File: config.mk
export PLATFORM = sky130hd
export DESIGN_NAME = sdpa_sqrt_cell
export DESIGN_NICKNAME = d
export VERILOG_FILES = /design/src/hdl/sdpa_pkg.sv /design/src/hdl/sdpa_sqrt_cell.sv
export SDC_FILE = /design/constraint.sdc
export NUM_CORES = 1
export LEC_CHECK = 0
export ABC_CLOCK_PERIOD_IN_PS = 1200
export BUFFER_PORTS_ARGS = -buffer_cell sky130_fd_sc_hd__buf_2
export CAP_MARGIN = 0
export CORE_ASPECT_RATIO = 0.9
export CORE_UTILIZATION = 50
export CTS_CLUSTER_DIAMETER = 30
export DETAILED_ROUTE_END_ITERATION = 6
export PLACE_DENSITY_LB_ADDON = 0.2
export SYNTH_ARGS = -nofsm -noshare
export SYNTH_HDL_FRONTEND = slang
export SYNTH_SLANG_ARGS = --single-unit
File: constraint.sdc
create_clock -name clk -period 1.2 [get_ports clk]
set_input_delay 0.12 -clock clk [delete_from_list [all_inputs] [get_ports clk]]
set_output_delay 0.12 -clock clk [all_outputs]
set_load 0.01 [all_outputs]
File: src/hdl/sdpa_pkg.sv
`timescale 1ns / 1ps
`default_nettype none
package sdpa_pkg;

	localparam int CORDIC_STEPS = 30;
	localparam int COORD_SHIFT  = 16;
	localparam int ROOT_BITS    = 10;
	localparam int RAD_SQ_BITS  = 2 * ROOT_BITS;

	localparam logic [10:0] MAX_STRIP_ROWS = 11'd1024;
	localparam logic [12:0] MAX_STRIP_COLS = 13'd4096;

	localparam logic [10:0] SRC_ROWS_RST     = 11'd512;
	localparam logic [12:0] SRC_COLS_RST     = 13'd1024;
	localparam logic [8:0]  ROTATION_DEG_RST = 9'd180;

	localparam logic [8:0]  DEG_FULL = 9'd360;
	localparam logic [16:0] DEG_HALF = 17'd180;

	// ceil(2^28 / 360), exact floor(x/360) for x < 2^17
	localparam logic [19:0] ROT_RECIP       = 20'd745655;
	localparam int          ROT_RECIP_SHIFT = 28;

	typedef enum logic [1:0] {
		CFG_SRC_ROWS     = 2'd0,
		CFG_SRC_COLS     = 2'd1,
		CFG_ROTATION_DEG = 2'd2
	} cfg_idx_t;

	localparam logic [31:0] TURN_QUARTER  = 32'h4000_0000;
	localparam logic [31:0] TURN_HALF     = 32'h8000_0000;
	localparam logic [31:0] TURN_3QUARTER = 32'hC000_0000;

	// atan(2^-i) as a 32-bit fraction of a turn
	localparam logic [31:0] ATAN_TURNS [CORDIC_STEPS] = '{
		32'h20000000, 32'h12E4051E, 32'h09FB385B, 32'h051111D4, 32'h028B0D43,
		32'h0145D7E1, 32'h00A2F61E, 32'h00517C55, 32'h0028BE53, 32'h00145F2F,
		32'h000A2F98, 32'h000517CC, 32'h00028BE6, 32'h000145F3, 32'h0000A2FA,
		32'h0000517D, 32'h000028BE, 32'h0000145F, 32'h00000A30, 32'h00000518,
		32'h0000028C, 32'h00000146, 32'h000000A3, 32'h00000051, 32'h00000029,
		32'h00000014, 32'h0000000A, 32'h00000005, 32'h00000003, 32'h00000001
	};

	typedef struct packed {
		logic [31:0] x;
		logic [31:0] y;
		logic [31:0] ang;
		logic        axis;
	} cordic_t;

	typedef struct packed {
		logic [RAD_SQ_BITS-1:0] v;
		logic [ROOT_BITS+2:0]   rem;
		logic [ROOT_BITS-1:0]   root;
	} sqrt_t;

	function automatic logic [31:0] coord_scale(input logic [11:0] v);
		return {{(32 - 12 - COORD_SHIFT){v[11]}}, v, {COORD_SHIFT{1'b0}}};
	endfunction

endpackage
`default_nettype wire

File: src/hdl/sdpa_sqrt_cell.sv
`timescale 1ns / 1ps
`default_nettype none
module sdpa_sqrt_cell #(
	parameter int SW = 1
) (
	input  logic            clk,
	input  logic            arst_n,
	input  logic            en,
	input  sdpa_pkg::sqrt_t vin,
	input  logic [SW-1:0]   sb_in,
	output sdpa_pkg::sqrt_t vout,
	output logic [SW-1:0]   sb_out
);
	import sdpa_pkg::*;

	sqrt_t                nxt;
	sqrt_t                vec_q;
	logic [SW-1:0]        sb_q;
	logic [ROOT_BITS+2:0] rem_sh;
	logic [ROOT_BITS+2:0] trial;

	// one root bit per cell: bring down two bits, try (root*4 + 1)
	always_comb begin
		rem_sh = {vin.rem[ROOT_BITS:0], vin.v[RAD_SQ_BITS-1 -: 2]};
		trial  = {1'b0, vin.root, 2'b01};
		nxt.v  = {vin.v[RAD_SQ_BITS-3:0], 2'b00};
		if (rem_sh >= trial) begin
			nxt.rem  = rem_sh - trial;
			nxt.root = {vin.root[ROOT_BITS-2:0], 1'b1};
		end else begin
			nxt.rem  = rem_sh;
			nxt.root = {vin.root[ROOT_BITS-2:0], 1'b0};
		end
	end

	always_ff @(posedge clk or negedge arst_n) begin
		if (!arst_n) begin
			sb_q <= '0;
		end else if (en) begin
			sb_q <= sb_in;
		end
	end

	always_ff @(posedge clk) begin
		if (en) begin
			vec_q <= nxt;
		end
	end

	assign vout   = vec_q;
	assign sb_out = sb_q;

endmodule
`default_nettype wire

# Yosys cells after proc, flatten, opt, wreduce, memory -nomap -nowiden
# Index checks and enable logic that the tools add are counted.
# op_classes
add_sub_neg	1
n_lt_le_gt_ge	1
muxes	1
# ops
cell	count
23-bit two-way mux	1
13-bit by 12-bit >= comparator with 1-bit output	1
13-bit by 12-bit subtractor with 13-bit output	1
# word_totals
register_bits	42
out_inout_bits	44
word_cells	7

# Longest topological paths before layout
# Gate-level depths: netlist (run 1).
# logic_depth
word_depth	2
ltp_mapped	10
depth_no_buf	8

# Worst setup path after synthesis (run 1)
# OpenSTA, ideal clock, no wires.
# synth_timing
kind	input-to-reg
start	input vin[1] (netlist name)
end	register vec_q, in the netlist vout[20], data pin
arrival_time_ns	1.863
required_time_ns	0.945
slack_ns	-0.918
stages	9
n_path_buf	1
cell_sequence	inv_1 ha_1 buf_6 o211a_1 o31a_1 o311a_1 o21a_1 or3_1 a31o_1
# synth_lines
element	line	text
start: declaration	sdpa_sqrt_cell.sv:9	input sdpa_pkg::sqrt_t vin,
end signal: assignment	sdpa_sqrt_cell.sv:46	vec_q <= nxt;
end: declaration	sdpa_sqrt_cell.sv:17	sqrt_t vec_q;

==> results by group, run 1 <==
STA
  • Setup TNS: -7.92 ns
  • Final Hold Fails: 0
  • Fin crit share: 1.53
  • Clock skew: 0 ns
  • RSZ-0062 raised after global routing: yes
  • Finish-stage setup viols: 14
  • Setup ws final: -0.637 ns
  • Hold_ws: 0.00312 ns
  • Slew Limit Fails: 0
  • Fmax: 0.544 GHz
  • Min Tclk post-route: 1.84 ns

CTS
  • Num CTS Buffers: 5
  • Longest Clk Path Bufs: 2
  • Htree depth: 2
  • Clk_lat worst skew: 0.31 ns
  • TritonCTS clock tree: yes
  • Clock transition at path regs: 0.08 ns
  • # clock sinks: 42
  • Clk root buf: clkbuf_8

Synth
  • Xor/xnor share of the synthesized area: 0.0387
  • Mapped cell area: 2030 µm²
  • Async S/R FF share, synth: 0.0238
  • Register area share after synthesis: 0.617
  • Syn Area/Cell: 12.5 µm²
  • Synthesized instance count: 163
  • Compound-Gate Fraction of Synth Area: 0.120
  • Top FF cell, synth: edfxtp_1
  • Post-synth cell types: 40
  • Simple-Gate Fraction of Synth Area: 0.0806
  • #FFs+latches synth: 42
  • Post-synth EDFFs: 41
  • Post-Synth Adder-Cell Area: 0.0738
  • Ys Warns: 0
  • Largest family of logic cells by synthesized area: compound AO/OA/AOI/OAI gates
  • Proportion of synthesized area in mux cells: 0.0166

Setup path
  • CP max FO: 11
  • Reg2reg end: sb_out$_DFFE_PN0P_
  • Crit-path slowest cell: nor3_1
  • FF-to-FF path depth: 1
  • Critical Path Source Type: primary input
  • Worst Path Buf+Inv: 3
  • Crit path DAT: 1.90 ns
  • Critical path, cell by cell: buf_6 > ha_4 > buf_4 > nor3_1 > a211oi_2 > a21oi_2 > o21ai_4 > buf_6 > nor2_1 > a21oi_1
  • CP Class: in -> reg
  • Worst EP required: 1.26 ns
  • R2r startpoint: sb_out$_DFFE_PN0P_
  • CP peak stage delay: 0.34 ns
  • CP Capture Type: flop
  • Cell family with most CP delay: compound AO/OA/AOI/OAI gates
  • Top cell by count, worst path: buf_6
  • R2R Setup Slk: 0.37 ns

Global route
  • Met2 track demand over resource: 0.587
  • Global-route wire length before repair: 10900 µm
  • Largest net degree at the start of global routing: 27
  • Initial antenna violation count: 0
  • Met1 Track Usage GR: 0.385
  • Met3 usage: 0.0855
  • Vias in the first global route: 2108
  • Total gr overflow: 0
  • GRT Max-Usage Layer: met2
  • All-Layer GR Usage: 0.332

Worst hold path
  • Hold Crit Start: vin[7]
  • Worst Hold Depth: 1
  • Hold Path Class: in -> reg
  • Hold path endpoint: vout[8]$_DFFE_PP_

Placed design
  • Setup WS pre-CTS: -0.940 ns
  • Port buffer count: 86
  • Post-DP HPWL: 3600 µm
  • GP Congestion: 0.872

Power and ir drop
  • Sequential share of power: 0.441
  • Pint: 0.00286 W
  • Logic pwr share: 0.320
  • Clock Power Share: 0.239
  • Max IR drop VDD: 0.000760 V
  • P_sw: 0.00133 W
  • P per Cell Area: 1180 nW/µm²
  • Sw Ratio: 0.317
  • Total Power: 0.00419 W
  • Leakage power: 1.56 nW

Cells and area
  • Post-Route Utilization: 0.928
  • Layout overhead on the synthesized area: 73.9%
  • Fill cell count: 117
  • Diode count: 0
  • Final Net Count: 379
  • Share of cells above drive strength 1: 0.570

Die
  • Die W: 69.2 µm
  • Core Rows: 21
  • Total Die Area: 4330 µm²
  • Die span in y: 62.5 µm
  • Io pins: 91
  • Core Area: 3810 µm²
  • Starting Density: 0.534

Drt
  • Routed vias/inst: 6.05
  • Routed vias: 2219
  • TritonRoute pass-1 iters: 7
  • Antenna Nets Post-Route: 0
  • DR WL/cell: 23.5 µm
  • Drt initial violations: 275
  • Routed wire length: 8630 µm
  • DRC viols: 0

Run status
  • Failing checks: setup timing
  • Status: finished, violations left

Job
  • MaxCap Viol Count: 0
[worst max-delay path by stage]
stage / from / end / slack [ns] / cells past startpoint
final: vin[10] / vout[19]$_DFFE_PP_ / -0.64 / 10
after global routing: vin[0] / vout[19]$_DFFE_PP_ / -0.66 / 11
after CTS: vin[10] / vout[20]$_DFFE_PP_ / -0.50 / 8
after detailed placement: vin[0] / vout[20]$_DFFE_PP_ / -0.94 / 9
after global placement: vin[10] / vout[20]$_DFFE_PP_ / -0.93 / 8
after floorplan: vin[10] / vout[20]$_DFFE_PP_ / -0.78 / 7
[placed cells by master, fill, tap and decap left out, types with 3 or more instances in the layout]
master	count
clkbuf_8	5
xor2_1	6
nor2_2	4
buf_4	37
dlygate4sd3_1	24
edfxtp_1	41
a21oi_2	7
o21ai_1	3
inv_2	4
nand4_1	3
inv_4	3
inv_1	9
nand2_1	4
buf_2	77
a21oi_1	7
ha_4	9
nor2_1	13
buf_6	15
[cell usage after synthesis (3+ instances only)]
library cell	count	share of area
edfxtp_1	41	0.61
nor2_1	18	0.033
inv_1	16	0.030
a21oi_1	14	0.034
ha_1	12	0.074
xor2_1	6	0.026
nand2_1	4	0.0074
o21ai_0	4	0.0098
nand3_1	3	0.0074
nand4_1	3	0.0092
xnor2_1	3	0.013
[layout make-up]
type                       instances  area [µm²]  area share
clock buffer                       6        72.6      0.0205
inverter                          16        67.6      0.0191
multi-input combinational         99         947       0.268
clock inverter                     2        13.8     0.00389
tap                               46        57.6      0.0163
timing repair buffer             156        1120       0.317
sequential                        42        1260       0.355
[sequential cells by signal, summed over array words and instances, names as in the netlist]
name	count
vout	41
sb_out	1
[power groups by stage]
| stage | logic (W) | clock network (W) | registers (W) |
|---|---|---|---|
| detailed placement | 0.000985 | 0 | 0.00186 |
| CTS | 0.00112 | 0.000927 | 0.00183 |
| floorplan | 0.000432 | 0 | 0.00195 |
| global placement | 0.000959 | 0 | 0.00185 |
| finish | 0.00134 | 0.00100 | 0.00185 |
| global route | 0.00140 | 0.00106 | 0.00185 |
[logic make-up after synthesis]
kind of cell    after synthesis
flops                        42
simple gates                 36
mux                           3
other cells                   1
fa+ha+maj                    12
buf+inv                      23
compound gates               37
xor+xnor                      9
[what timing repair did]
item | in CTS | in global routing
setup endpoints to repair | 14 | 14
gates resized for setup | 22 | 27
endpoints found under the hold margin | 21 | 3
setup buffers | 2 | 2
pin swaps | 8 | 3
hold buffers | 21 | 3
[per-stage QoR]
step	area (µm²)	std cells
6_report	3540	367
4_1_cts	3380	362
5_1_grt	3540	367
2_1_floorplan	2220	164
3_3_place_gp	2970	331
3_5_place_dp	2970	331
[layer usage]
metal  part of all wire  wire length (µm)
met5                  0                 0
met4              0.069               599
met3               0.12              1000
met2               0.47              4060
met1               0.34              2960
No activity file was read; power rests on OpenSTA's default activity.
==> run 2, diff against run 1 <==
- ABC_CLOCK_PERIOD_IN_PS: 1200 -> 2000
- CORE_UTILIZATION: 50 -> 47
- GPL_TIMING_DRIVEN: default -> 0
- clock period: 1.2 -> 2 ns (I/O delays scaled with it)
==> run 2 against run 1 <==
The run ends with DRC left. Routed wire length shrank 51%. Combinational power shrank 65%. Sequential power shrank 41%. Cell area shrank 23%. Setup slack gained 0.67 ns. Clock power shrank 34%. Final cell count shrank 17%. Via count shrank 29%. Clock-buffer cell count is the same. Largest cell class unchanged. Largest power group unchanged.
==> results by group, run 2 (synthesized netlist as in run 1, its figures left out) <==
Drt
  • Routed vias/inst: 5.21
  • Antenna Nets Post-Route: 0
  • DR WL/cell: 13.8 µm
  • Routed wire length: 4190 µm
  • Routed vias: 1584
  • TritonRoute pass-1 iters: 6
  • Drt initial violations: 34
  • DRC viols: 8

Global route
  • Global-route wire length before repair: 6570 µm
  • Total gr overflow: 0
  • Initial antenna violation count: 0
  • Vias in the first global route: 1458
  • Largest net degree at the start of global routing: 43
  • All-Layer GR Usage: 0.191

STA
  • Setup ws final: 0.0370 ns
  • Pin slew with the least headroom to its limit: 0.918 ns
  • Clock skew: 0 ns
  • Slew Limit Fails: 0
  • Min Tclk post-route: 1.96 ns
  • Fmax: 0.509 GHz
  • Finish-stage setup viols: 0
  • Fin crit share: 0.982
  • Relative slew slack: 0.388
  • Final Hold Fails: 0

Cells and area
  • Design area: 2710 µm²
  • Layout overhead on the synthesized area: 33.1%
  • Most frequent cells in the layout: buf_2 (86), edfxtp_1 (41), nor2_1 (18)
  • Flip-flop count of the largest register after layout: 41
  • Commonest non-fill, non-tap cell in the layout: buf_2
  • Share of cells above drive strength 1: 0.434
  • Final Net Count: 314
  • Diode count: 0

Die
  • Total Die Area: 4600 µm²
  • Die span in y: 64.4 µm
  • Core Area: 4100 µm²
  • Starting Density: 0.496
  • Die W: 71.4 µm
  • Core Rows: 22
  • Io pins: 91

CTS
  • TritonCTS clock tree: yes
  • Longest Clk Path Bufs: 2
  • Htree depth: 2
  • # clock sinks: 42
  • Num CTS Buffers: 5
  • Clk_lat worst skew: 0.29 ns
  • Post-CTS Setup Inserts: 0
  • Clock transition at path regs: 0.08 ns
  • Clk root buf: clkbuf_8

Power and ir drop
  • P per Cell Area: 824 nW/µm²
  • Max IR drop VDD: 0.000525 V
  • Leakage power: 1.21 nW

Placed design
  • Setup WS pre-CTS: -0.397 ns
  • GP Congestion: 0.754
  • Placed Area: 2580 µm²
  • Post-DP HPWL: 2930 µm
  • Port buffer count: 86

Job
  • MaxCap Viol Count: 0

Setup path
  • Critical Path Source Type: primary input
  • Reg2reg end: sb_out$_DFFE_PN0P_
  • CP max FO: 5
  • Worst EP required: 2.06 ns
  • FF-to-FF path depth: 1
  • CP Capture Type: flop
  • CP Class: in -> reg
  • Crit path DAT: 2.02 ns
  • R2r startpoint: sb_out$_DFFE_PN0P_
  • R2R Setup Slk: 1.25 ns

Worst hold path
  • Hold Crit Start: vin[35]
  • Hold path endpoint: vout[37]$_DFFE_PP_
  • Hold Path Class: in -> reg
  • Worst Hold Depth: 1

Run status
  • Failing checks: DRC
  • Status: finished, violations left
## run 2: power by group
part	switching (W)	leakage [nW]	total (W)	internal [W]
Sequential	0.0000190	0.413	0.00109	0.00107
Combinational	0.000261	0.744	0.000475	0.000214
Clock	0.000293	0.0514	0.000665	0.000372
## run 2: what timing repair did
item	CTS	global route
endpoints found under the setup margin	13	13
gates resized for setup	2	7
hold buffers	1	0
pin swaps	0	7
hold endpoints to repair	1	0
## run 2: how the worst max path moves through the flow
stage | startpoint | end | slack (ns) | cells past startpoint
global route | vin[41] | vout[20]$_DFFE_PP_ | -0.03 | 9
global placement | vin[4] | vout[20]$_DFFE_PP_ | -0.36 | 10
detailed placement | vin[1] | vout[11]$_DFFE_PP_ | -0.40 | 10
CTS | vin[4] | vout[20]$_DFFE_PP_ | 0.01 | 10
floorplan | vin[10] | vout[20]$_DFFE_PP_ | -0.06 | 7
finish | vin[10] | vout[20]$_DFFE_PP_ | 0.04 | 8
## run 2: critical path, cell delays in order
cell	delay (ns)
buf_2	0.12
ha_4	0.23
nor2b_4	0.13
o31a_1	0.28
o311a_1	0.35
o21a_1	0.18
or3_1	0.31
a31o_1	0.22
## run 2: final cells by class
type	count	area (µm²)
clock buffer	6	72.6
sequential	42	1260
tap	48	60.1
inverter	16	65.1
fill	333	1390
clock inverter	2	37.5
timing repair buffer	87	447
buffer	4	27.5
multi-input combinational	99	743
## run 2: stage by stage
step	total power [W]	util	hold WS [ns]	TNS, ns	std cells
final	0.00223	0.660	0.0789	0	304
after CTS	0.00225	0.660	0.0709	0	307
after global routing	0.00235	0.660	0.0645	-0.0307	304
after detailed placement	0.00157	0.629	-0.0198	-4.98	298
after global placement	0.00156	0.629	-0.0243	-4.51	298
after floorplan	0.00139	-	-0.0956	-0.0598	164
## run 2: metal layers
layer | GRT usage | vias up | share of wire
met1 | 0.225 | 733 | 0.42
met5 | 0 | - | 0
met2 | 0.321 | 67 | 0.49
li1 | - | 775 | -
met3 | 0.0544 | 9 | 0.073
met4 | 0.0900 | 0 | 0.018
==> run 3, diff against run 2 <==
- PLACE_DENSITY: default -> 0.8
- PLACE_DENSITY_LB_ADDON: 0.2 -> default
==> run 3 against run 2 <==
The run still ends with DRC left. First-iteration DRC count up 140%. Sequential power about the same. Hold slack worse by 0.0021 ns. Setup slack worse by 0.0010 ns. Flip-flop and latch count unchanged. Largest cell class unchanged. Clock-buffer cell count unchanged. Die area unchanged. Combinational power about the same. Final cell count up 0.66%. Register-to-register slack about the same. Core utilization up 0.30 points. Clock skew unchanged.
==> results by group, run 3 (synthesized netlist as in run 1, its figures left out) <==
Worst hold path
  • Hold Path Class: in -> reg
  • Hold Crit Start: vin[28]

Run status
  • Failing checks: DRC
  • Status: finished, violations left

Die
  • Die span in y: 64.4 µm
  • Core Rows: 22
  • Io pins: 91
  • Die W: 71.4 µm
  • Starting Density: 0.496
  • Core Area: 4100 µm²
  • Total Die Area: 4600 µm²

Job
  • MaxCap Viol Count: 0

Placed design
  • Placed Area: 2580 µm²
  • GP Congestion: 0.839
  • Placed insts: 298
  • Post-DP HPWL: 2940 µm
  • Port buffer count: 86

STA
  • Slew Limit Fails: 0
  • Fin crit share: 0.982
  • RSZ-0062 raised after global routing: yes
  • Pin slew with the least headroom to its limit: 0.892 ns
  • Finish-stage setup viols: 0
  • Final Hold Fails: 0
  • Clock skew: 0 ns
  • Fmax: 0.509 GHz
  • Relative slew slack: 0.405
  • Min Tclk post-route: 1.96 ns

Setup path
  • Worst Path Buf+Inv: 1
  • CP peak stage delay: 0.34 ns
  • CP Class: in -> reg
  • Cell family with most CP delay: compound AO/OA/AOI/OAI gates
  • Crit path DAT: 2.03 ns
  • Worst EP required: 2.06 ns
  • R2r startpoint: sb_out$_DFFE_PN0P_
  • Critical Path Source Type: primary input
  • CP max FO: 5
  • Critical path, cell by cell: buf_2 > ha_4 > nor2b_4 > o31a_1 > o311a_1 > o21a_1 > or3_1 > a31o_1
  • Crit-path slowest cell: or3_1
  • CP Capture Type: flop
  • Crit path launch: vin[10]

CTS
  • Longest Clk Path Bufs: 2
  • Num CTS Buffers: 5
  • Clock transition at path regs: 0.08 ns
  • Htree depth: 2
  • Clk_lat worst skew: 0.29 ns
  • # clock sinks: 42
  • TritonCTS clock tree: yes
  • Clk root buf: clkbuf_8

Cells and area
  • Layout overhead on the synthesized area: 33.8%
  • Flip-flop count of the largest register after layout: 41
  • Post-Route Utilization: 0.664
  • Final non-filler cell total: 306
  • Final Net Count: 316
  • Diode count: 0
  • Commonest non-fill, non-tap cell in the layout: buf_2
  • Fill cell count: 306
  • Most frequent cells in the layout: buf_2 (86), edfxtp_1 (41), nor2_1 (18)
  • Share of cells above drive strength 1: 0.434
  • Design area: 2720 µm²

Global route
  • Met3 usage: 0.0575
  • Global-route wire length before repair: 6270 µm
  • Met2 track demand over resource: 0.290
  • All-Layer GR Usage: 0.179
  • Initial antenna violation count: 0
  • Largest net degree at the start of global routing: 43
  • Vias in the first global route: 1415
  • Total gr overflow: 0
  • GRT Max-Usage Layer: met2
  • Met1 Track Usage GR: 0.227

Drt
  • Antenna Nets Post-Route: 0
  • Drt initial violations: 83
  • Routed wire length: 4030 µm
  • TritonRoute pass-1 iters: 7
  • Routed vias/inst: 5.12
  • Routed vias: 1566
  • DR WL/cell: 13.2 µm
  • DRC viols: 11

Power and ir drop
  • Leakage power: 1.22 nW
  • P per Cell Area: 819 nW/µm²
  • Max IR drop VDD: 0.000550 V
## run 3: cell count changes in the layout (fill, tap and decap cells not counted), sizes merged
cell and delta:
clkbuf +1, buf +1
## run 3: timing repair
action | CTS | global route
resized for setup | 2 | 5
endpoints found under the hold margin | 1 | 0
endpoints found under the setup margin | 13 | 13
hold buffers | 1 | 0
setup buffers | 0 | 1
pin swaps | 0 | 1
## run 3: worst paths after layout
path                                            to  slack [ns]  cells after the start
worst max register to register  sb_out$_DFFE_PN0P_        1.26                      1
worst max-delay path            vout[20]$_DFFE_PP_        0.04                      8
max in group asynchronous       sb_out$_DFFE_PN0P_        1.72                      2
worst min-delay path            vout[30]$_DFFE_PP_        0.08                      1
min in group asynchronous       sb_out$_DFFE_PN0P_        0.20                      2
worst min register to register  sb_out$_DFFE_PN0P_        0.51                      1
## run 3: area by class of cell
type	instances	area (µm²)	area share
flip-flops and latches	42	1260	0.462
inverters	16	65.1	0.0239
clock inverters	2	37.5	0.0138
repair buffers	88	448	0.165
multi-input cells	99	741	0.272
clock buffers	6	72.6	0.0267
well taps	48	60.1	0.0221
plain buffers	5	41.3	0.0152
## run 3: per-stage QoR
stage / power, W / TNS [ns] / setup WS, ns / hold WS [ns]
final: 0.00223 / 0 / 0.0359 / 0.0768
after detailed placement: 0.00157 / -5.29 / -0.424 / -0.0226
after global placement: 0.00156 / -4.96 / -0.396 / -0.0251
after CTS: 0.00224 / 0 / 0.0413 / 0.0680
after floorplan: 0.00139 / -0.0598 / -0.0598 / -0.0956
after global routing: 0.00234 / -0.0221 / -0.0173 / 0.0626
## run 3: power by group
part,leakage [nW],total (W),switching (W),internal (W)
clock,0.0514,0.000660,0.000288,0.000372
combinational,0.756,0.000476,0.000260,0.000216
sequential,0.413,0.00109,0.0000188,0.00107
total,1.22,0.00223,0.000567,0.00166
## run 3: layer usage
metal  vias up  wire length [µm]
met5         -                 0
met4         0                48
met3         5               439
met2        93              1820
met1       692              1720
li1        776                 -
