<file path="src/hdl/sdpa_pkg.sv">
`timescale 1ns / 1ps
`default_nettype none
package sdpa_pkg;

	localparam int CORDIC_STEPS = 30;
	localparam int COORD_SHIFT  = 16;
	localparam int ROOT_BITS    = 10;
	localparam int RAD_SQ_BITS  = 2 * ROOT_BITS;

	localparam logic [10:0] MAX_STRIP_ROWS = 11'd1024;
	localparam logic [12:0] MAX_STRIP_COLS = 13'd4096;

	localparam logic [10:0] SRC_ROWS_RST     = 11'd512;
	localparam logic [12:0] SRC_COLS_RST     = 13'd1024;
	localparam logic [8:0]  ROTATION_DEG_RST = 9'd180;

	localparam logic [8:0]  DEG_FULL = 9'd360;
	localparam logic [16:0] DEG_HALF = 17'd180;

	// ceil(2^28 / 360), exact floor(x/360) for x < 2^17
	localparam logic [19:0] ROT_RECIP       = 20'd745655;
	localparam int          ROT_RECIP_SHIFT = 28;

	typedef enum logic [1:0] {
		CFG_SRC_ROWS     = 2'd0,
		CFG_SRC_COLS     = 2'd1,
		CFG_ROTATION_DEG = 2'd2
	} cfg_idx_t;

	localparam logic [31:0] TURN_QUARTER  = 32'h4000_0000;
	localparam logic [31:0] TURN_HALF     = 32'h8000_0000;
	localparam logic [31:0] TURN_3QUARTER = 32'hC000_0000;

	// atan(2^-i) as a 32-bit fraction of a turn
	localparam logic [31:0] ATAN_TURNS [CORDIC_STEPS] = '{
		32'h20000000, 32'h12E4051E, 32'h09FB385B, 32'h051111D4, 32'h028B0D43,
		32'h0145D7E1, 32'h00A2F61E, 32'h00517C55, 32'h0028BE53, 32'h00145F2F,
		32'h000A2F98, 32'h000517CC, 32'h00028BE6, 32'h000145F3, 32'h0000A2FA,
		32'h0000517D, 32'h000028BE, 32'h0000145F, 32'h00000A30, 32'h00000518,
		32'h0000028C, 32'h00000146, 32'h000000A3, 32'h00000051, 32'h00000029,
		32'h00000014, 32'h0000000A, 32'h00000005, 32'h00000003, 32'h00000001
	};

	typedef struct packed {
		logic [31:0] x;
		logic [31:0] y;
		logic [31:0] ang;
		logic        axis;
	} cordic_t;

	typedef struct packed {
		logic [RAD_SQ_BITS-1:0] v;
		logic [ROOT_BITS+2:0]   rem;
		logic [ROOT_BITS-1:0]   root;
	} sqrt_t;

	function automatic logic [31:0] coord_scale(input logic [11:0] v);
		return {{(32 - 12 - COORD_SHIFT){v[11]}}, v, {COORD_SHIFT{1'b0}}};
	endfunction

endpackage
`default_nettype wire

</file>
<file path="src/hdl/sdpa_cordic_cell.sv">
`timescale 1ns / 1ps
`default_nettype none
module sdpa_cordic_cell #(
	parameter int SHIFT = 0,
	parameter int SW    = 1
) (
	input  logic              clk,
	input  logic              arst_n,
	input  logic              en,
	input  sdpa_pkg::cordic_t vin,
	input  logic [SW-1:0]     sb_in,
	output sdpa_pkg::cordic_t vout,
	output logic [SW-1:0]     sb_out
);
	import sdpa_pkg::*;

	cordic_t            nxt;
	cordic_t            vec_q;
	logic [SW-1:0]      sb_q;
	logic signed [31:0] xs;
	logic signed [31:0] ys;
	logic               go_pos;

	always_comb begin
		xs     = $signed(vin.x) >>> SHIFT;
		ys     = $signed(vin.y) >>> SHIFT;
		go_pos = !vin.y[31] && (vin.y != '0);
		nxt    = vin;
		// axis points already carry their exact angle
		if (!vin.axis) begin
			if (go_pos) begin
				nxt.x   = vin.x + ys;
				nxt.y   = vin.y - xs;
				nxt.ang = vin.ang + ATAN_TURNS[SHIFT];
			end else begin
				nxt.x   = vin.x - ys;
				nxt.y   = vin.y + xs;
				nxt.ang = vin.ang - ATAN_TURNS[SHIFT];
			end
		end
	end

	always_ff @(posedge clk or negedge arst_n) begin
		if (!arst_n) begin
			sb_q <= '0;
		end else if (en) begin
			sb_q <= sb_in;
		end
	end

	always_ff @(posedge clk) begin
		if (en) begin
			vec_q <= nxt;
		end
	end

	assign vout   = vec_q;
	assign sb_out = sb_q;

endmodule
`default_nettype wire

</file>
<file path="config.mk">
export PLATFORM = sky130hd
export DESIGN_NAME = sdpa_cordic_cell
export DESIGN_NICKNAME = d
export VERILOG_FILES = /design/src/hdl/sdpa_pkg.sv /design/src/hdl/sdpa_cordic_cell.sv
export SDC_FILE = /design/constraint.sdc
export NUM_CORES = 1
export LEC_CHECK = 0
export BUFFER_PORTS_ARGS = -buffer_cell sky130_fd_sc_hd__buf_2
export CORE_MARGIN = 2
export CORE_UTILIZATION = 41
export CTS_CLUSTER_DIAMETER = 60
export DETAILED_ROUTE_END_ITERATION = 6
export PLACE_DENSITY = 0.69
export SLEW_MARGIN = 10
export SYNTH_ARGS = -nofsm -noshare
export SYNTH_HDL_FRONTEND = slang
export SYNTH_SLANG_ARGS = --single-unit
</file>
<file path="constraint.sdc">
create_clock -name clk -period 0.8 [get_ports clk]
set_input_delay 0.04 -clock clk [delete_from_list [all_inputs] [get_ports clk]]
set_output_delay 0.04 -clock clk [all_outputs]
set_load 0.03 [all_outputs]
</file>
# After elaboration in Yosys (flattened, before gate mapping)
# Cells that the tools add are included.
[word_totals]
regBits = 98
input_bits = 101
output_inout_bits = 98
[op_classes]
n_addsub = 5
muxes = 2
n_reduce_logical = 3
[ops]
columns = ["op", "n"]
rows = [
  ["$mux W96", 2],
  ["$sub A32 B32 Y32", 2],
  ["$add A32 B30 Y32 const B", 1],
  ["$add A32 B32 Y32", 1],
  ["$reduce_bool A32 Y1", 1],
  ["$sub A32 B30 Y32 const B", 1],
  ["$logic_and A1 B1 Y1", 1],
  ["$logic_not A1 Y1", 1],
]

# Depth between registers and ports, before layout
# Gate-level depths: netlist of run 1.
[depth]
ltp_word = 4
depth_mapped = 14
mapped_depth_nobuf = 13

# Worst setup path after synthesis of run 1
# OpenSTA, ideal clock, no wires.
[synth_path]
path_kind = "input-to-reg"
start = "in vin[33] (netlist name)"
end = "reg vec_q, in the netlist vout[63] (data pin)"
t_arrival_ns = 2.770
path_slack_ns = -2.122
cell_stages = 12
path_buffers = 0
path_cell_list = "ha_1 -> fa_1 -> nand2b_4 -> a211oi_2 -> o41a_1 -> a221o_2 -> and2_4 -> o41ai_4 -> or4b_1 -> a21oi_1 -> or3_1 -> a31oi_1"
[synth_lines]
columns = ["item", "line_no", "text"]
rows = [
  ["start: declaration", "sdpa_cordic_cell.sv:10", "input sdpa_pkg::cordic_t vin,"],
  ["end signal: assignment", "sdpa_cordic_cell.sv:53", "vec_q <= nxt;"],
  ["end: declaration", "sdpa_cordic_cell.sv:18", "cordic_t vec_q;"],
]

==> results.sh, run 1 <==
export IMPL_status="complete, but fails checks"
export IMPL_violations="setup timing"
export IMPL_fp_dieH_um=154
export IMPL_r2r_cells=1
export IMPL_synthArstFlopShare_pct=1.02
export IMPL_hold_viol_final=0
export IMPL_fin_ws_ps=-1970
export IMPL_final_cell_mix="buf_4, buf_6, edfxtp_1, a21oi_1, inv_1"
export IMPL_finalCritPeriodShare_pct=346
export IMPL_place_inst=1886
export IMPL_n_antenna_cell=0
export IMPL_rsz0062_at_grt="yes"
export IMPL_layout_commonest_cell="buf_4"
export IMPL_worst_setup_path_type="primary input to register"
export IMPL_place_hpwl_um=28200
export IMPL_instances_no_fill=2006
export IMPL_vias=11300
export IMPL_clock_fmax_mhz=361
export IMPL_crit_required_ps=930
export IMPL_tightestPinTransition_ps=494
export IMPL_synth_adder_area_share_pct=13.6
export IMPL_drc=0
export IMPL_cts_path_max_buffers=2
export IMPL_wl_per_cell_um=21.2
export IMPL_synth_compound_area_share_pct=25.1
export IMPL_final_nets=1920
export IMPL_seq_area_frac_synth_pct=31.8
export IMPL_postRouteAntennaNets=0
export IMPL_antenna_found_initial=0
export IMPL_fin_area_mm2=0.0173
export IMPL_wl_met2_um=20900
export IMPL_cap_violations=0
export IMPL_synth_top_cells_by_area="edfxtp_1, ha_1, a21oi_1, xnor2_1, o21ai_0"
export IMPL_synth_cell_types=72
export IMPL_synth_top_family_by_area="compound AO/OA/AOI/OAI gates"
export IMPL_cts_max_level=3
export IMPL_p_int_w=0.0148
export IMPL_via_per_inst=5.63
export IMPL_syn_nets=1296
export IMPL_startpoint="vin[33]"
export IMPL_post_place_ws_ps=-2360
export IMPL_place_area_mm2=0.0137
export IMPL_clockPowerShare_pct=19.4
export IMPL_reg2reg_from="sb_out"
export IMPL_power_w=0.0244
export IMPL_ys_flop_type="edfxtp_1"
export IMPL_holdCritStartpoint="vin[94]"
export IMPL_syn_area_per_cell_um2=8.41
export IMPL_drive_above_1_share_pct=53.1
export IMPL_grt_pass1_wl_um=61300
export IMPL_min_delay_path_class="primary input to register"
export IMPL_gr_total_overflow=0
export IMPL_rows=54
export IMPL_arrival_ps=2900
export IMPL_clockRootBuffer="clkbuf_16"
export IMPL_critPathMaxStageDelay_ps=400
export IMPL_combinationalPowerShare_pct=53.3
export IMPL_synthCells=1097
export IMPL_grt_max_degree=46
export IMPL_route_top_layer_used="met4"
export IMPL_p_sw_w=0.00961
export IMPL_grt_util_all_layers_pct=33.2
export IMPL_ys_warn_count=0
export IMPL_gp_congestion=0.972
export IMPL_dr_pass1_iters=5
export IMPL_core_mm2=0.0220
export IMPL_path_cells="buf_12 -> ha_4 -> fa_2 -> nand2b_4 -> a211oi_4 -> o41a_1 -> a221o_2 -> and2_4 -> o41ai_4 -> buf_4 -> o31ai_4 -> a22oi_2 -> xnor2_1 -> o21ai_1"
export IMPL_finalSetupViolations=163
export IMPL_synth_area_leader_cell="edfxtp_1"
export IMPL_crit_fanout=3
export IMPL_slew_violations=0
export IMPL_drtIter0Drc=837
export IMPL_cp_end_kind="register"
export IMPL_timing_slew_headroom_pct=66.7
export IMPL_synth_top_area_share_pct=31.6
export IMPL_ys_ff_latch=98
export IMPL_synth_xor_xnor_area_share_pct=5.51
export IMPL_initial_utilization_pct=42.0
export IMPL_syn_area_mm2=0.00923
export IMPL_p_leak_nw=7.78
export IMPL_fp_dieW_um=154
export IMPL_p_per_area_mw_per_mm2=1410
export IMPL_r2r_setup_slack_ps=-10
export IMPL_startpoint_type="primary input"
export IMPL_finClkSkew_ps=0
export IMPL_die_area_mm2=0.0237
export IMPL_pin_count=199
export IMPL_wl_met1_um=16800
export IMPL_clock_latency_ps=370
export IMPL_grt_pass1_vias=11400
export IMPL_min_path_cells=3
export IMPL_clock_sinks=98
export IMPL_p_sw_share_pct=39.3
export IMPL_portBuffers=198
export IMPL_setup_tns_ps=-114550
export IMPL_area_delta_synth_final_pct=87.8
export IMPL_cpMaxStageDelayCell="fa_2"
export IMPL_synth_mux_area_share_pct=2.07
export IMPL_met3_length_um=2900
export IMPL_min_to="vout[94]"
export IMPL_numCtsBuffers=9
export IMPL_period_needed_ps=2770
export IMPL_ir_worst_vdd_uv=925
export IMPL_clk_pin_slew_ps=80
export IMPL_cts_tree="yes"
export IMPL_synth_edff_count=97
export IMPL_routed_wl_um=42500
export IMPL_power_frac_seq_pct=27.2
export IMPL_synth_simple_area_share_pct=15.0
export IMPL_r2r_end="sb_out"
-- kinds of logic after synthesis --
group                      count (synthesis)
muxes                                     19
AOI/OAI and AO/OA                        371
buffers and inverters                    160
and+or+nand+nor                          293
DFF                                       98
adders and majority gates                 98
xor gates and xnor gates                  58
-- synth_stat cells (all sizes together), types with 9 or more instances --
master / number
nor2: 98
mux2i: 18
a21oi: 132
buf: 20
nand2b: 11
nor3: 21
or3: 10
nor2b: 10
inv: 101
ha: 94
nand2: 84
a21o: 23
o211ai: 11
a211oi: 14
o31ai: 13
o21bai: 23
clkbuf: 37
nand3: 13
xnor2: 50
and2: 9
edfxtp: 97
o21ai: 89
nor4: 9
-- how the worst max path moves through the flow --
stage / slack [ps] / to / cells after the start
2_1_floorplan: -1970 / vout[95] / 12
6_report: -1970 / vout[91] / 14
3_3_place_gp: -2320 / vout[63] / 13
4_1_cts: -1830 / vout[59] / 14
3_5_place_dp: -2360 / vout[62] / 15
5_1_grt: -1970 / vout[91] / 14
-- state kept, by name (all words and copies together), names as in the netlist --
register and cells:
vout 97, sb_out 1
-- routing by layer --
| metal | track usage [%] | up-vias |
|---|---|---|
| met4 | 14.6 | 0 |
| met5 | 0 | - |
| met2 | 57.8 | 579 |
| met3 | 6.06 | 135 |
| li1 | - | 5159 |
| met1 | 40.1 | 5420 |
-- through the flow --
stage | utilization [%] | hold WS [ps]
after floorplan | - | -256
after global placement | 62.4 | -186
after detailed placement | 62.4 | -185
after CTS | 76.0 | 6.52
after global routing | 78.9 | 25.5
final | 78.9 | 18.0
-- layout make-up --
type,instances,area (um^2)
Fill cell,1374,4630
Timing Repair Buffer,670,5900
Clock buffer,9,225
Sequential cell,98,2940
Clock inverter,7,81.3
Inverter,103,448
Multi-Input combinational cell,839,7380
Tap cell,280,350
-- power by group through the flow --
| stage | sequential (W) | clock [W] | combinational (W) |
|---|---|---|---|
| 2_1_floorplan | 0.00781 | 0 | 0.00430 |
| 3_3_place_gp | 0.00660 | 0 | 0.00955 |
| 3_5_place_dp | 0.00661 | 0 | 0.00962 |
| 4_1_cts | 0.00664 | 0.00479 | 0.0119 |
| 5_1_grt | 0.00671 | 0.00496 | 0.0137 |
| 6_report | 0.00666 | 0.00475 | 0.0130 |
-- critical path: cells and delay by family --
family                     cells  cell delay [ps]
AOI/OAI and AO/OA              7             1520
adders and majority gates      2              560
buffers and inverters          2              310
and+or+nand+nor                2              290
xor gates and xnor gates       1              170
-- timing repair --
item / 4_1_cts / 5_1_grt
setup endpoints to repair: 162 / 165
gates cloned: 8 / 2
endpoints found under the hold margin: 33 / 0
setup buffers: 54 / 32
gates resized for setup: 485 / 125
pin swaps: 136 / 132
hold buffers: 34 / 0
Power figures use the tool's default switching activity.
==> run 2, diff against run 1 <==
CORE_MARGIN = 8   (was 2)
CORE_UTILIZATION = 30   (was 41)
PLACE_DENSITY = 0.55   (was 0.69)
==> run 2 against run 1 <==
Effect of this change: the run still ends with setup timing left; critical path type unchanged; largest power group unchanged; die area up 54%; maximum frequency up 6.3%; largest cell class unchanged; cell count up 4.8%.
==> results.sh, run 2 (synthesis gave the netlist of run 1 again) <==
export IMPL_gr_total_overflow=0
export IMPL_tightestPinTransition_ps=526
export IMPL_cts_path_max_buffers=2
export IMPL_final_core_util_pct=56.6
export IMPL_routed_wl_um=40500
export IMPL_area_delta_synth_final_pct=86.8
export IMPL_setup_tns_ps=-106370
export IMPL_largest_register_ffs=97
export IMPL_wl_per_cell_um=19.3
export IMPL_grt_pass1_wl_um=60700
export IMPL_cts_tree="yes"
export IMPL_antenna_found_initial=2
export IMPL_regArea_mm2=0.00294
export IMPL_holdCritStartpoint="vin[44]"
export IMPL_min_delay_path_class="primary input to register"
export IMPL_clockRootBuffer="clkbuf_16"
export IMPL_r2r_setup_slack_ps=30
export IMPL_period_needed_ps=2600
export IMPL_min_path_cells=3
export IMPL_cp_end_kind="register"
export IMPL_arrival_ps=2820
export IMPL_grt_util_all_layers_pct=21.3
export IMPL_drive_above_1_share_pct=52.1
export IMPL_die_area_mm2=0.0366
export IMPL_portBuffers=198
export IMPL_clk_pin_slew_ps=80
export IMPL_cts_max_level=3
export IMPL_startpoint_type="primary input"
export IMPL_place_area_mm2=0.0137
export IMPL_r2r_end="sb_out"
export IMPL_ir_worst_vdd_uv=940
export IMPL_rows=64
export IMPL_gp_congestion=0.942
export IMPL_nFillCells=2721
export IMPL_numCtsBuffers=9
export IMPL_vias=10600
export IMPL_finalCritPeriodShare_pct=325
export IMPL_clock_sinks=98
export IMPL_dr_pass1_iters=5
export IMPL_final_cell_mix="buf_4, buf_6, edfxtp_1, a21oi_1, nor2_1"
export IMPL_clock_fmax_mhz=384
export IMPL_finalSetupViolations=162
export IMPL_violations="setup timing"
export IMPL_crit_fanout=3
export IMPL_power_w=0.0237
export IMPL_status="complete, but fails checks"
export IMPL_grt_pass1_vias=10900
export IMPL_hold_viol_final=0
export IMPL_crit_required_ps=1020
export IMPL_reg2reg_from="sb_out"
export IMPL_drtIter0Drc=640
export IMPL_slew_violations=0
export IMPL_pin_count=199
export IMPL_initial_utilization_pct=30.3
export IMPL_rsz0062_at_grt="yes"
export IMPL_place_hpwl_um=30400
export IMPL_via_per_inst=5.04
export IMPL_grt_max_degree=53
export IMPL_fp_dieW_um=191
export IMPL_core_mm2=0.0304
export IMPL_postRouteAntennaNets=0
export IMPL_finClkSkew_ps=0
export IMPL_multi_input_area_mm2=0.00723
export IMPL_post_place_ws_ps=-2430
export IMPL_fin_area_mm2=0.0172
export IMPL_timing_slew_headroom_pct=64.9
export IMPL_r2r_cells=1
export IMPL_layout_commonest_cell="buf_4"
export IMPL_min_to="vout[44]"
export IMPL_worst_setup_path_type="primary input to register"
export IMPL_cap_violations=0
export IMPL_fp_dieH_um=191
export IMPL_p_per_area_mw_per_mm2=1380
export IMPL_fin_ws_ps=-1800
export IMPL_final_nets=1900
export IMPL_drc=0
export IMPL_clock_latency_ps=360
export IMPL_p_leak_nw=7.66
## run 2: timing repair
| action | 4_1_cts | 5_1_grt |
|---|---|---|
| resized for setup | 334 | 322 |
| setup endpoints to repair | 162 | 163 |
| hold buffers | 36 | 0 |
| cloned | 7 | 0 |
| hold endpoints to repair | 35 | 0 |
| buffers inserted | 51 | 27 |
| pin swaps | 116 | 123 |
## run 2: worst max-delay path by stage
stage	endpoint	slack (ps)	cells past startpoint	start
2_1_floorplan	vout[95]	-1970	12	vin[74]
3_3_place_gp	vout[62]	-2350	15	vin[47]
3_5_place_dp	vout[62]	-2430	15	vin[47]
4_1_cts	vout[55]	-1850	13	vin[33]
5_1_grt	vout[62]	-1870	13	vin[37]
6_report	vout[63]	-1800	13	vin[65]
## run 2: area by class of cell
cell class,count,share of cell area (%)
tap,396,2.87
inverter,103,2.78
sequential,98,17.1
clock buffer,10,1.33
multi-input combinational,839,41.9
timing repair buffer,650,33.7
antenna,1,0.0145
clock inverter,6,0.276
## run 2: layer usage
layer | GRT usage, % | wire length, um
met1 | 26.8 | 17700
met2 | 36.6 | 19600
met3 | 3.19 | 2060
met4 | 7.61 | 1130
met5 | 0 | 13
## run 2: report_power, final
part	switching [W]	internal, W	total, W
logic	0.00649	0.00613	0.0126
clock network	0.00228	0.00216	0.00445
registers	0.000262	0.00637	0.00663
## run 2: worst max-delay path: stages
cell	delay [ps]
buf_12	110
ha_4	150
fa_2	360
nand2b_4	100
a211oi_4	70
o41a_1	360
a221o_2	370
and2_4	160
o41ai_4	360
or4b_4	230
a21oi_2	60
or3_1	300
a31oi_1	130
## run 2: metrics by stage
step | hold slack, ps | cells
after global routing | 27.1 | 2103
after CTS | 14.3 | 2089
final | 32.5 | 2103
after floorplan | -256 | 1097
after detailed placement | -183 | 1985
after global placement | -186 | 1985
==> run 3, diff against run 2 <==
REMOVE_ABC_BUFFERS = 1   (was unset)
==> run 3 against run 2 <==
Effect of this change: the flow still finishes with violations (setup timing); utilization rose by 1.7 points; worst setup slack got worse by 140 ps; maximum frequency fell by 5.0%; combinational power rose by 5%; clock skew did not move; critical path depth rose by 1; count of clock-buffer cells in the layout fell by 1.
==> results.sh, run 3 (synthesis gave the netlist of run 1 again) <==
export IMPL_layout_commonest_cell="buf_4"
export IMPL_cts_max_level=3
export IMPL_vias=11000
export IMPL_hold_viol_final=0
export IMPL_final_cell_mix="buf_4, buf_6, edfxtp_1, a21oi_1, nor2_1"
export IMPL_p_sw_share_pct=38.5
export IMPL_fin_area_mm2=0.0178
export IMPL_place_area_mm2=0.0135
export IMPL_finalSetupViolations=162
export IMPL_p_per_area_mw_per_mm2=1370
export IMPL_finClkSkew_ps=0
export IMPL_clockRootBuffer="clkbuf_16"
export IMPL_p_sw_w=0.00939
export IMPL_antenna_found_initial=2
export IMPL_core_mm2=0.0304
export IMPL_finalCritPeriodShare_pct=342
export IMPL_drtIter0Drc=777
export IMPL_clock_fmax_mhz=365
export IMPL_wl_per_cell_um=19.6
export IMPL_power_w=0.0244
export IMPL_area_delta_synth_final_pct=92.5
export IMPL_grt_max_degree=43
export IMPL_instances_no_fill=2162
export IMPL_fin_ws_ps=-1940
export IMPL_pin_count=199
export IMPL_dr_pass1_iters=5
export IMPL_grt_pass1_wl_um=62500
export IMPL_postRouteAntennaNets=0
export IMPL_status="complete, but fails checks"
export IMPL_final_nets=1957
export IMPL_initial_utilization_pct=30.3
export IMPL_via_per_inst=5.08
export IMPL_fin_hold_ws_ps=27.4
export IMPL_startpoint_type="primary input"
export IMPL_r2r_setup_slack_ps=10
export IMPL_wl_met1_um=18400
export IMPL_worst_setup_path_type="primary input to register"
export IMPL_post_place_ws_ps=-2690
export IMPL_crit_fanout=3
export IMPL_place_inst=2019
export IMPL_power_frac_seq_pct=27.3
export IMPL_place_hpwl_um=30400
export IMPL_cts_tree="yes"
export IMPL_grt_util_all_layers_pct=21.8
export IMPL_tightestPinTransition_ps=475
export IMPL_largest_register_ffs=97
export IMPL_clk_pin_slew_ps=80
export IMPL_portBuffers=198
export IMPL_period_needed_ps=2740
export IMPL_slew_violations=0
export IMPL_cts_path_max_buffers=2
export IMPL_clock_latency_ps=360
export IMPL_crit_required_ps=920
export IMPL_routed_wl_um=42300
export IMPL_fp_dieH_um=191
export IMPL_drc=0
export IMPL_rsz0062_at_grt="yes"
export IMPL_gp_congestion=0.938
export IMPL_arrival_ps=2860
export IMPL_clock_sinks=98
export IMPL_drive_above_1_share_pct=53.9
export IMPL_clockPowerShare_pct=18.6
export IMPL_gr_total_overflow=0
export IMPL_grt_pass1_vias=11200
export IMPL_combinationalPowerShare_pct=54.1
export IMPL_wl_met2_um=20600
export IMPL_p_int_w=0.0150
export IMPL_numCtsBuffers=9
export IMPL_ir_worst_vdd_uv=1150
export IMPL_cp_end_kind="register"
export IMPL_p_leak_nw=8.02
export IMPL_timing_slew_headroom_pct=68.0
export IMPL_min_delay_path_class="primary input to register"
export IMPL_die_area_mm2=0.0366
export IMPL_fp_dieW_um=191
export IMPL_met3_length_um=2310
export IMPL_violations="setup timing"
export IMPL_rows=64
export IMPL_route_top_layer_used="met4"
export IMPL_cap_violations=0
==> run 3: changes by cell type in the layout (fill, tap and decap cells not counted), sizes merged <==
cell / delta
clkinv: -1
inv: +2
dlygate4sd3: -2
diode: +2
bufbuf: -2
buf: +60
==> run 3: critical path, cell delays in order <==
cell	delay, ps
buf_8	100
ha_4	160
fa_2	400
nand2b_4	110
a211oi_4	60
o41a_1	390
a221o_2	370
and2_4	170
o41ai_4	350
buf_4	200
o31ai_4	70
a22oi_2	210
xnor2_1	140
o21ai_1	80
==> run 3: power by group through the flow <==
| stage | sequential [W] | clock [W] | combinational, W |
|---|---|---|---|
| 4_1_cts | 0.00666 | 0.00466 | 0.0120 |
| 3_5_place_dp | 0.00661 | 0 | 0.00941 |
| 5_1_grt | 0.00674 | 0.00485 | 0.0140 |
| 3_3_place_gp | 0.00661 | 0 | 0.00939 |
| 2_1_floorplan | 0.00781 | 0 | 0.00365 |
| 6_report | 0.00666 | 0.00455 | 0.0132 |
==> run 3: per-stage QoR <==
stage,TNS (ps),util (%)
4_1_cts,-109580,55.1
5_1_grt,-121010,58.4
6_report,-112840,58.4
2_1_floorplan,-333470,-
3_3_place_gp,-136190,44.3
3_5_place_dp,-136630,44.3
==> run 3: metal layers <==
layer  global-route usage, %  vias to the layer above
li1                        -                     5238
met1                    28.4                     5306
met2                    36.8                      377
met3                    3.03                       62
met4                    6.45                        0
met5                       0                        -
==> run 3: cell type report <==
type	count	area (um^2)
antenna	3	7.51
clock buffer	9	225
clock inverter	7	67.6
fill	2539	12700
inverter	103	405
multi-input combinational	839	7340
sequential	98	2940
tap	396	495
timing repair buffer	707	6290
==> run 3: path summary, 6_finish.rpt <==
path	start	to	cells after the start
hold / removal	vin[44]	vout[44]	3
setup reg to reg	sb_out	sb_out	1
hold reg to reg	sb_out	sb_out	1
setup / recovery	vin[33]	vout[91]	14
max in group asynchronous	arst_n	sb_out	3
min in group asynchronous	arst_n	sb_out	3
==> run 3: timing repair <==
item                                    4_1_cts  5_1_grt
pin swaps                                   157      152
cloned                                        9        1
hold buffers                                 34        0
setup buffers                                46       53
endpoints found under the hold margin        33        0
endpoints found under the setup margin      163      165
gates resized for setup                     576      142
